<file path="src/hdl/grcl_pkg.sv">
// grcl_pkg: shared types and constants for the gain ramp, clip and level meter block
// used by grcl_front, grcl_scale, grcl_meter and gain_ramp_clip_level_meter_unit
`default_nettype none

package grcl_pkg;

    localparam logic [11:0] UNITY_GAIN      = 12'd1000;
    localparam logic [7:0]  RAMP_STEP_RESET = 8'd10;

    localparam logic [14:0] SAT_MAX = 15'd32767;
    // smallest product magnitude whose quotient by 1000 exceeds 32767
    localparam logic [27:0] SAT_LIM = 28'd32768000;

    // floor(x / 1000) == (x * RECIP_M) >> RECIP_SHIFT for x < SAT_LIM
    localparam int unsigned  RECIP_SHIFT = 35;
    localparam logic [25:0]  RECIP_M     = 26'd34359739;

    localparam int unsigned LEVEL_MAX = 100;

    // ceil(32767 * 10^((k-100)/50)) for k = 1..100, entry 0 unused
    localparam logic [14:0] LEVEL_THR [LEVEL_MAX+1] = '{
        15'd0,
        15'd344,   15'd360,   15'd377,   15'd394,   15'd413,
        15'd432,   15'd453,   15'd474,   15'd496,   15'd520,
        15'd544,   15'd570,   15'd597,   15'd625,   15'd654,
        15'd685,   15'd717,   15'd751,   15'd787,   15'd824,
        15'd862,   15'd903,   15'd946,   15'd990,   15'd1037,
        15'd1086,  15'd1137,  15'd1190,  15'd1246,  15'd1305,
        15'd1366,  15'd1431,  15'd1498,  15'd1569,  15'd1643,
        15'd1720,  15'd1801,  15'd1886,  15'd1975,  15'd2068,
        15'd2165,  15'd2267,  15'd2374,  15'd2486,  15'd2603,
        15'd2726,  15'd2854,  15'd2989,  15'd3130,  15'd3277,
        15'd3432,  15'd3593,  15'd3763,  15'd3940,  15'd4126,
        15'd4320,  15'd4524,  15'd4737,  15'd4960,  15'd5194,
        15'd5438,  15'd5695,  15'd5963,  15'd6244,  15'd6538,
        15'd6846,  15'd7169,  15'd7507,  15'd7861,  15'd8231,
        15'd8619,  15'd9025,  15'd9451,  15'd9896,  15'd10362,
        15'd10851, 15'd11362, 15'd11897, 15'd12458, 15'd13045,
        15'd13660, 15'd14304, 15'd14978, 15'd15684, 15'd16423,
        15'd17197, 15'd18007, 15'd18856, 15'd19745, 15'd20675,
        15'd21649, 15'd22670, 15'd23738, 15'd24857, 15'd26028,
        15'd27255, 15'd28539, 15'd29884, 15'd31293, 15'd32767
    };

    typedef struct packed {
        logic last;
        logic done;
        logic half;
    } side_t;

    typedef struct packed {
        logic [15:0] sample;
        logic [14:0] mag;
    } scale_res_t;

endpackage

`default_nettype wire

</file>
<file path="src/hdl/grcl_front.sv">
// grcl_front: first stage, gain ramp toward target and frame position counter
// depends on grcl_pkg
`default_nettype none

module grcl_front
    import grcl_pkg::*;
#(
    parameter int unsigned FRAME_PAIRS = 128
) (
    input  wire                aclk,
    input  wire                aresetn,
    input  wire                in_valid,
    output logic               in_ready,
    input  wire signed [15:0]  sample_in,
    input  wire        [11:0]  target_gain,
    input  wire                buffer_last,
    input  wire        [7:0]   ramp_step,
    output logic               out_valid,
    input  wire                out_ready,
    output logic signed [15:0] out_sample,
    output logic       [11:0]  out_gain,
    output side_t              out_side
);

    localparam int unsigned FRAME_LEN = 2 * FRAME_PAIRS;
    localparam int unsigned POS_W     = $clog2(FRAME_LEN);

    logic              valid_reg;
    logic [11:0]       gain_reg, gain_next;
    logic [POS_W-1:0]  pos_reg, pos_next;
    logic              half_reg, half_next;
    logic              wrap;
    logic [12:0]       up_sum, dn_sum;
    logic              load;
    logic signed [15:0] sample_reg;
    logic [11:0]       gain_out_reg;
    side_t             side_reg;

    assign in_ready = !valid_reg || out_ready;
    assign load     = in_valid && in_ready;

    always_comb begin
        up_sum = {1'b0, gain_reg} + {5'd0, ramp_step};
        dn_sum = {1'b0, target_gain} + {5'd0, ramp_step};
        if (up_sum < {1'b0, target_gain}) begin
            gain_next = up_sum[11:0];
        end else if ({1'b0, gain_reg} > dn_sum) begin
            gain_next = gain_reg - {4'd0, ramp_step};
        end else begin
            gain_next = target_gain;
        end
        wrap      = (pos_reg == POS_W'(FRAME_LEN - 1));
        pos_next  = wrap ? '0 : pos_reg + POS_W'(1);
        half_next = half_reg ^ wrap;
    end

    always_ff @(posedge aclk) begin
        if (!aresetn) begin
            valid_reg <= 1'b0;
            gain_reg  <= UNITY_GAIN;
            pos_reg   <= '0;
            half_reg  <= 1'b0;
        end else begin
            if (in_ready) begin
                valid_reg <= in_valid;
            end
            if (load) begin
                gain_reg <= gain_next;
                pos_reg  <= pos_next;
                half_reg <= half_next;
            end
        end
    end

    always_ff @(posedge aclk) begin
        if (load) begin
            sample_reg    <= sample_in;
            gain_out_reg  <= gain_next;
            side_reg.last <= buffer_last;
            side_reg.done <= wrap;
            side_reg.half <= half_next;
        end
    end

    assign out_valid  = valid_reg;
    assign out_sample = sample_reg;
    assign out_gain   = gain_out_reg;
    assign out_side   = side_reg;

endmodule

`default_nettype wire

</file>
<file path="src/hdl/grcl_scale.sv">
// grcl_scale: two stages, gain multiply then divide by 1000 with saturation
// depends on grcl_pkg
`default_nettype none

module grcl_scale
    import grcl_pkg::*;
(
    input  wire               aclk,
    input  wire               aresetn,
    input  wire               in_valid,
    output logic              in_ready,
    input  wire signed [15:0] in_sample,
    input  wire       [11:0]  in_gain,
    input  side_t             in_side,
    output logic              out_valid,
    input  wire               out_ready,
    output scale_res_t        out_res,
    output side_t             out_side
);

    logic               v2_reg, v3_reg;
    logic               rdy2, rdy3;
    logic               load2, load3;
    logic signed [28:0] prod_next, prod_reg;
    side_t              side2_reg, side3_reg;
    logic [27:0]        abs_prod;
    logic               sat_next, sat_reg;
    logic               neg_reg;
    logic [50:0]        recip_prod;
    logic [14:0]        quot_reg;
    logic [14:0]        mag;

    assign rdy3     = !v3_reg || out_ready;
    assign rdy2     = !v2_reg || rdy3;
    assign in_ready = rdy2;
    assign load2    = in_valid && rdy2;
    assign load3    = v2_reg && rdy3;

    always_comb begin
        prod_next  = 29'(in_sample) * 29'($signed({1'b0, in_gain}));
        abs_prod   = prod_reg[28] ? 28'(-prod_reg) : prod_reg[27:0];
        sat_next   = abs_prod >= SAT_LIM;
        recip_prod = 51'(abs_prod[24:0]) * 51'(RECIP_M);
        mag        = sat_reg ? SAT_MAX : quot_reg;
    end

    always_ff @(posedge aclk) begin
        if (!aresetn) begin
            v2_reg <= 1'b0;
            v3_reg <= 1'b0;
        end else begin
            if (rdy2) begin
                v2_reg <= in_valid;
            end
            if (rdy3) begin
                v3_reg <= v2_reg;
            end
        end
    end

    always_ff @(posedge aclk) begin
        if (load2) begin
            prod_reg  <= prod_next;
            side2_reg <= in_side;
        end
        if (load3) begin
            neg_reg   <= prod_reg[28];
            sat_reg   <= sat_next;
            quot_reg  <= recip_prod[RECIP_SHIFT +: 15];
            side3_reg <= side2_reg;
        end
    end

    assign out_valid      = v3_reg;
    assign out_res.mag    = mag;
    assign out_res.sample = neg_reg ? 16'd0 - {1'b0, mag} : {1'b0, mag};
    assign out_side       = side3_reg;

endmodule

`default_nettype wire

</file>
<file path="src/hdl/grcl_meter.sv">
// grcl_meter: peak tracking, threshold level lookup, smoothing and output register
// depends on grcl_pkg
`default_nettype none

module grcl_meter
    import grcl_pkg::*;
(
    input  wire          aclk,
    input  wire          aresetn,
    input  wire          in_valid,
    output logic         in_ready,
    input  scale_res_t   in_res,
    input  side_t        in_side,
    output logic         out_valid,
    input  wire          out_ready,
    output logic [15:0]  sample_out,
    output logic         frame_done,
    output logic         fill_half,
    output logic [6:0]   level_out
);

    logic        v4_reg, v5_reg, v6_reg;
    logic        rdy4, rdy5, rdy6;
    logic        load4, load5, load6;
    logic [14:0] peak_reg, peak_max;
    logic [14:0] pk_reg;
    logic [15:0] samp4_reg, samp5_reg, samp6_reg;
    side_t       side4_reg, side5_reg, side6_reg;
    logic [6:0]  lvl_next, lvl_reg;
    logic [6:0]  smooth_reg, smooth_next;
    logic [9:0]  decay_sum;

    assign rdy6     = !v6_reg || out_ready;
    assign rdy5     = !v5_reg || rdy6;
    assign rdy4     = !v4_reg || rdy5;
    assign in_ready = rdy4;
    assign load4    = in_valid && rdy4;
    assign load5    = v4_reg && rdy5;
    assign load6    = v5_reg && rdy6;

    always_comb begin
        peak_max = (in_res.mag > peak_reg) ? in_res.mag : peak_reg;
        lvl_next = '0;
        for (int k = 1; k <= LEVEL_MAX; k++) begin
            if (pk_reg >= LEVEL_THR[k]) begin
                lvl_next = 7'(k);
            end
        end
        decay_sum = 10'(smooth_reg) * 10'd7 + 10'(lvl_reg);
        if (!side5_reg.last) begin
            smooth_next = smooth_reg;
        end else if (lvl_reg > smooth_reg) begin
            smooth_next = lvl_reg;
        end else begin
            smooth_next = decay_sum[9:3];
        end
    end

    always_ff @(posedge aclk) begin
        if (!aresetn) begin
            v4_reg     <= 1'b0;
            v5_reg     <= 1'b0;
            v6_reg     <= 1'b0;
            peak_reg   <= '0;
            smooth_reg <= '0;
        end else begin
            if (rdy4) begin
                v4_reg <= in_valid;
            end
            if (rdy5) begin
                v5_reg <= v4_reg;
            end
            if (rdy6) begin
                v6_reg <= v5_reg;
            end
            if (load4) begin
                peak_reg <= in_side.last ? '0 : peak_max;
            end
            if (load6) begin
                smooth_reg <= smooth_next;
            end
        end
    end

    always_ff @(posedge aclk) begin
        if (load4) begin
            pk_reg    <= peak_max;
            samp4_reg <= in_res.sample;
            side4_reg <= in_side;
        end
        if (load5) begin
            lvl_reg   <= lvl_next;
            samp5_reg <= samp4_reg;
            side5_reg <= side4_reg;
        end
        if (load6) begin
            samp6_reg <= samp5_reg;
            side6_reg <= side5_reg;
        end
    end

    assign out_valid  = v6_reg;
    assign sample_out = samp6_reg;
    assign frame_done = side6_reg.done;
    assign fill_half  = side6_reg.half;
    assign level_out  = smooth_reg;

endmodule

`default_nettype wire

</file>
<file path="src/hdl/gain_ramp_clip_level_meter_unit.sv">
// gain_ramp_clip_level_meter_unit: digital volume with gain ramp, clip and peak level meter
// depends on grcl_pkg, grcl_front, grcl_scale, grcl_meter
//
//  channel  | handshake         | payload
//  ---------+-------------------+------------------------------------------------------
//  s_       | s_tvalid/s_tready | tdata: sample_in[15:0], target_gain[27:16]; tlast: buffer_last
//  m_       | m_tvalid/m_tready | tdata: sample_out[15:0], level_out[22:16]; tlast: frame_done;
//           |                   | tuser: fill_half
//  cfg_     | cfg_valid/ready   | cfg_data: ramp_step
//
//  one beat per cycle sustained while m_tready stays high
//  six register stages: gain ramp, multiply, reciprocal divide, peak, level, smoothing
//  each stage holds only while it is full and the stage after it is stalled,
//  so empty stages keep taking beats while a result waits on m_tready
//  synchronous active-low reset clears all stages, gain to unity, ramp_step to 10
`default_nettype none

module gain_ramp_clip_level_meter_unit
    import grcl_pkg::*;
#(
    parameter int unsigned FRAME_PAIRS = 128
) (
    input  wire         aclk,
    input  wire         aresetn,
    input  wire         s_tvalid,
    output logic        s_tready,
    input  wire  [31:0] s_tdata,   // sample_in[15:0], target_gain[27:16], zero[31:28]
    input  wire         s_tlast,
    output logic        m_tvalid,
    input  wire         m_tready,
    output logic [23:0] m_tdata,   // sample_out[15:0], level_out[22:16], zero[23]
    output logic        m_tlast,
    output logic [0:0]  m_tuser,   // fill_half[0]
    input  wire         cfg_valid,
    output logic        cfg_ready,
    input  wire  [7:0]  cfg_data
);

    logic [7:0]         ramp_step_reg;
    logic               f_valid, f_ready;
    logic signed [15:0] f_sample;
    logic [11:0]        f_gain;
    side_t              f_side;
    logic               c_valid, c_ready;
    scale_res_t         c_res;
    side_t              c_side;
    logic [15:0]        sample_out;
    logic               frame_done, fill_half;
    logic [6:0]         level_out;

    assign cfg_ready = 1'b1;

    always_ff @(posedge aclk) begin
        if (!aresetn) begin
            ramp_step_reg <= RAMP_STEP_RESET;
        end else if (cfg_valid && cfg_ready) begin
            ramp_step_reg <= cfg_data;
        end
    end

    grcl_front #(
        .FRAME_PAIRS(FRAME_PAIRS)
    ) u_front (
        .aclk        (aclk),
        .aresetn     (aresetn),
        .in_valid    (s_tvalid),
        .in_ready    (s_tready),
        .sample_in   ($signed(s_tdata[15:0])),
        .target_gain (s_tdata[27:16]),
        .buffer_last (s_tlast),
        .ramp_step   (ramp_step_reg),
        .out_valid   (f_valid),
        .out_ready   (f_ready),
        .out_sample  (f_sample),
        .out_gain    (f_gain),
        .out_side    (f_side)
    );

    grcl_scale u_scale (
        .aclk      (aclk),
        .aresetn   (aresetn),
        .in_valid  (f_valid),
        .in_ready  (f_ready),
        .in_sample (f_sample),
        .in_gain   (f_gain),
        .in_side   (f_side),
        .out_valid (c_valid),
        .out_ready (c_ready),
        .out_res   (c_res),
        .out_side  (c_side)
    );

    grcl_meter u_meter (
        .aclk       (aclk),
        .aresetn    (aresetn),
        .in_valid   (c_valid),
        .in_ready   (c_ready),
        .in_res     (c_res),
        .in_side    (c_side),
        .out_valid  (m_tvalid),
        .out_ready  (m_tready),
        .sample_out (sample_out),
        .frame_done (frame_done),
        .fill_half  (fill_half),
        .level_out  (level_out)
    );

    assign m_tdata = {1'b0, level_out, sample_out};
    assign m_tlast = frame_done;
    assign m_tuser = fill_half;

    // input only backs up when the output beat is stuck
    assert property (@(posedge aclk) disable iff (!aresetn)
        !s_tready |-> m_tvalid)
        else $error("input stalled with no output beat pending");

    assert property (@(posedge aclk) disable iff (!aresetn)
        m_tvalid |-> m_tdata[22:16] <= 7'd100)
        else $error("level above full scale");

    assert property (@(posedge aclk) disable iff (!aresetn)
        m_tvalid |-> m_tdata[15:0] != 16'h8000)
        else $error("sample not saturated to symmetric range");

    // an item entering with an empty, unstalled pipeline leaves it after passing through every stage register
    assert property (@(posedge aclk) disable iff (!aresetn)
        (s_tvalid && s_tready && !f_valid && !c_valid && !m_tvalid && m_tready)
            |=> ##5 m_tvalid)
        else $error("pipeline latency broken");

endmodule

`default_nettype wire
</file>
<file path="config.mk">
export PLATFORM = sky130hd
export DESIGN_NAME = gain_ramp_clip_level_meter_unit
export DESIGN_NICKNAME = d
export VERILOG_FILES = /design/src/hdl/grcl_pkg.sv /design/src/hdl/grcl_front.sv /design/src/hdl/grcl_scale.sv /design/src/hdl/grcl_meter.sv /design/src/hdl/gain_ramp_clip_level_meter_unit.sv
export SDC_FILE = /design/constraint.sdc
export NUM_CORES = 2
export LEC_CHECK = 0
export ABC_AREA = 0
export BUFFER_PORTS_ARGS = -buffer_cell sky130_fd_sc_hd__buf_2
export CORE_UTILIZATION = 65
export CTS_BUF_LIST = sky130_fd_sc_hd__clkbuf_8
export CTS_CLUSTER_DIAMETER = 120
export DETAILED_ROUTE_END_ITERATION = 8
export PLACE_DENSITY = 0.82
export SLEW_MARGIN = 0
export SYNTH_ARGS = -nofsm -noshare
export SYNTH_HDL_FRONTEND = slang
export SYNTH_SLANG_ARGS = --single-unit
export TNS_END_PERCENT = 30
</file>
<file path="constraint.sdc">
create_clock -name aclk -period 11.3 [get_ports aclk]
set_input_delay 1.13 -clock aclk [delete_from_list [all_inputs] [get_ports aclk]]
set_output_delay 1.13 -clock aclk [all_outputs]
set_load 0.03 [all_outputs]
</file>
==> impl_results.md <==
* Synth top cells by count: inv_1, ha_1, fa_1
* Residual DRC at 6
* Global-route congestion overflow total at 0
* Net count, final at ~4200
* Number of warnings reported in the yosys synthesis log at 0
* Worst Skew at about 42 ps
* Top-area cell type share of the netlist area at about 26%
* Vert. Die Dim at about 220 um
* Master of the slowest instance on the critical path: a2111oi_0
* Number of buffers on the longest clock path at 3
* Final Wtd Congestion at between 1 and 1.5
* FP Rows at 79
* Number of hold-repair buffers added at the cts stage at 0
* Peak Freq at 101 MHz
* Final period utilization at a little under 90%
* Most frequent cell after synthesis: inv_1
* CP Max Fanout at 10
* Kind of critical path: reg2reg
* Ratio of cells with drive above 1 in the final layout at 5.88%
* Critical Path Source Type: register
* Tightest Hold Check Type: reg2reg
* Dpl hpwl at between 60 and 70 mm
* Top flip-flop cell by instance count after synthesis: edfxtp_1
* Number of maximum-capacitance violations at 0
* Area Growth Syn to Fin at 5.87%
* Width of the die at 220 um
* Antenna diode instance count at 0
* Remaining number of nets flagged by the antenna check after routing at 0
* Number of antenna violations at the first check in global routing at 1
* Tot GR Track Use at a little over a third
* TritonCTS clock tree: yes
* Shortest period the worst path allows at 9910 ps
* Cells taking the most area after synthesis: fa_1, ha_1, edfxtp_1
* Post-synth EDFFs at 161
* Largest register FFs at 29
* Bufs and invs on worst path at 7
* Arr. time, crit path at just over 10000 ps
* Vias post-DR at ~25000
* Drt first-iter violations at between 2000 and 3000
* Average via count per standard cell at 6.20
* Slew @ Worst Pin at about 1400 ps
* Final hold violations at 0
* RSZ-0062 raised after global routing: false
* Port Buf Inserts at approximately 70
* Global-route wire length before repair at 134 mm
* Number of cells produced by synthesis at 3298
* Post-synth top area cell: fa_1
* Pins over their slew limit at 0
* Relative slew margins at under 10%
* Setup fix buffers added after clock tree synthesis at 0
* Deepest level of the CTS H-tree at 2
* Failing checks: design-rule violations
* Final-report setup violation count at 0
* Type of element capturing the critical path: register
* Number of clock sinks at 218
* Clock transition at the register clock pins on the worst setup and hold paths after CTS at 70 ps
* TritonCTS Buffers at around 40
* Fraction of the yosys area taken by sequential cells at between 10% and 20%
* Critical Path RT at approximately 12000 ps
* Cell class contributing the biggest share of worst-path delay: adder cells
* Clock tree root driver cell: clkbuf_8
* Net Count, Synth at ~4100
* Clock latency at the later pin of the worst-skew pair at between 600 and 700 ps
* Number of unique standard cell types used by synthesis at 77
* Maximum number of pins on one net before global-route repair at 58
* Fraction of registers with async set/reset at 0%
* #FFs+latches synth at roughly 220
* CORE AREA at between 40000 and 50000 sq um
* Detailed-route wire length at 84.3 mm
* I/O pin total at 75
* Starting density of the core at 66.1%
* Length of the first detailed-routing pass in iterations at 9
* Number of global-route vias before repair at 25400
* Number of cells upsized or downsized after cts at 0
* Setup TNS after final layout at 0 ps
* WL/cell at approximately 21 um
* Mean area per synthesized cell at roughly 9.3 sq um
* Critical Path Max Stage Delay at 1110 ps
* Total Die Area at 48300 sq um
* Area of the mapped netlist at 30800 sq um
* Fillcell total at about 3500
* Result of the run: finished with violations
-- through the flow --
step | util, % | setup WS (ps) | instances | hold slack [ps] | cell area, sq um
finish | 70.0 | 1390 | 3958 | 414 | 32600
global route | 70.0 | 1090 | 3958 | 426 | 32600
CTS | 70.0 | 1570 | 3958 | 414 | 32600
detailed placement | 68.1 | 1610 | 3884 | 405 | 31800
global placement | 68.1 | 1770 | 3884 | 402 | 31800
floorplan | - | 2800 | 3298 | 400 | 30800
-- cell usage in the layout, fill, tap and decap left out, types with 10 or more instances in the layout --
master,count
a211oi_1,15
a21o_1,18
a21oi_1,148
a221oi_1,10
a31oi_1,35
and2_1,117
and3_1,12
buf_2,68
buf_4,42
clkbuf_8,43
dfxtp_1,57
edfxtp_1,161
fa_1,399
ha_1,400
inv_1,640
mux2i_1,14
nand2_1,263
nand2b_1,24
nand3_1,48
nand4_1,23
nand4b_1,16
nor2_1,145
nor2b_1,24
nor3_1,49
nor4_1,17
o211ai_1,19
o21a_1,32
o21ai_0,138
o21bai_1,15
o311ai_0,18
o31ai_1,26
or3_1,24
or4_1,24
xnor2_1,83
xor2_1,33
-- worst register-to-register path: cells and delay by family, from the launching register on --
kind | cells | cell delay (ps)
adder cells (fa/ha/maj) | 9 | 3890
AO/OA/AOI/OAI | 9 | 3590
buffers and inverters | 7 | 1090
XOR/XNOR | 2 | 510
flip-flops | 1 | 350
AND/OR/NAND/NOR | 1 | 220
-- final cells by class --
| cell class | instances | area, sq um | area share, % |
|---|---|---|---|
| multi-input cells | 2327 | 22100 | 67.6 |
| well taps | 607 | 759 | 2.33 |
| clock buffers | 43 | 592 | 1.81 |
| flip-flops and latches | 218 | 5980 | 18.3 |
| inverters | 622 | 2330 | 7.15 |
| clock inverters | 31 | 263 | 0.805 |
| repair buffers | 110 | 656 | 2.01 |
-- final timing paths --
path / from / to / slack [ps] / cells after the start
worst min-delay path: u_meter.samp5_reg[12] / u_meter.sample_out[12] / 410 / 0
worst max register to register: u_scale.prod_reg[0] / u_scale.quot_reg[14] / 1390 / 28
worst max-delay path: u_scale.prod_reg[0] / u_scale.quot_reg[14] / 1390 / 28
worst min register to register: u_meter.samp5_reg[12] / u_meter.sample_out[12] / 410 / 0
-- kinds of logic after synthesis --
group,Yosys count,synth area share [%]
DFF,218,19.4
and+or+nand+nor,825,13.4
other,2,0.0244
AOI/OAI and AO/OA,568,11.9
muxes,17,0.564
adders and majority gates,799,42.1
buffers and inverters,753,9.27
xor gates and xnor gates,116,3.29
-- per-layer routing --
metal | global-route usage, % | up-vias | share of wire (%)
met3 | 6.78 | 261 | 9.0
li1 | - | 11000 | -
met2 | 58.5 | 1237 | 47
met1 | 46.6 | 12000 | 40
met4 | 13.4 | 2 | 3.9
met5 | 0 | - | 0.015
Power is not shown: default switching activity piles up to over one toggle a cycle in this logic, so the estimate is an artifact.
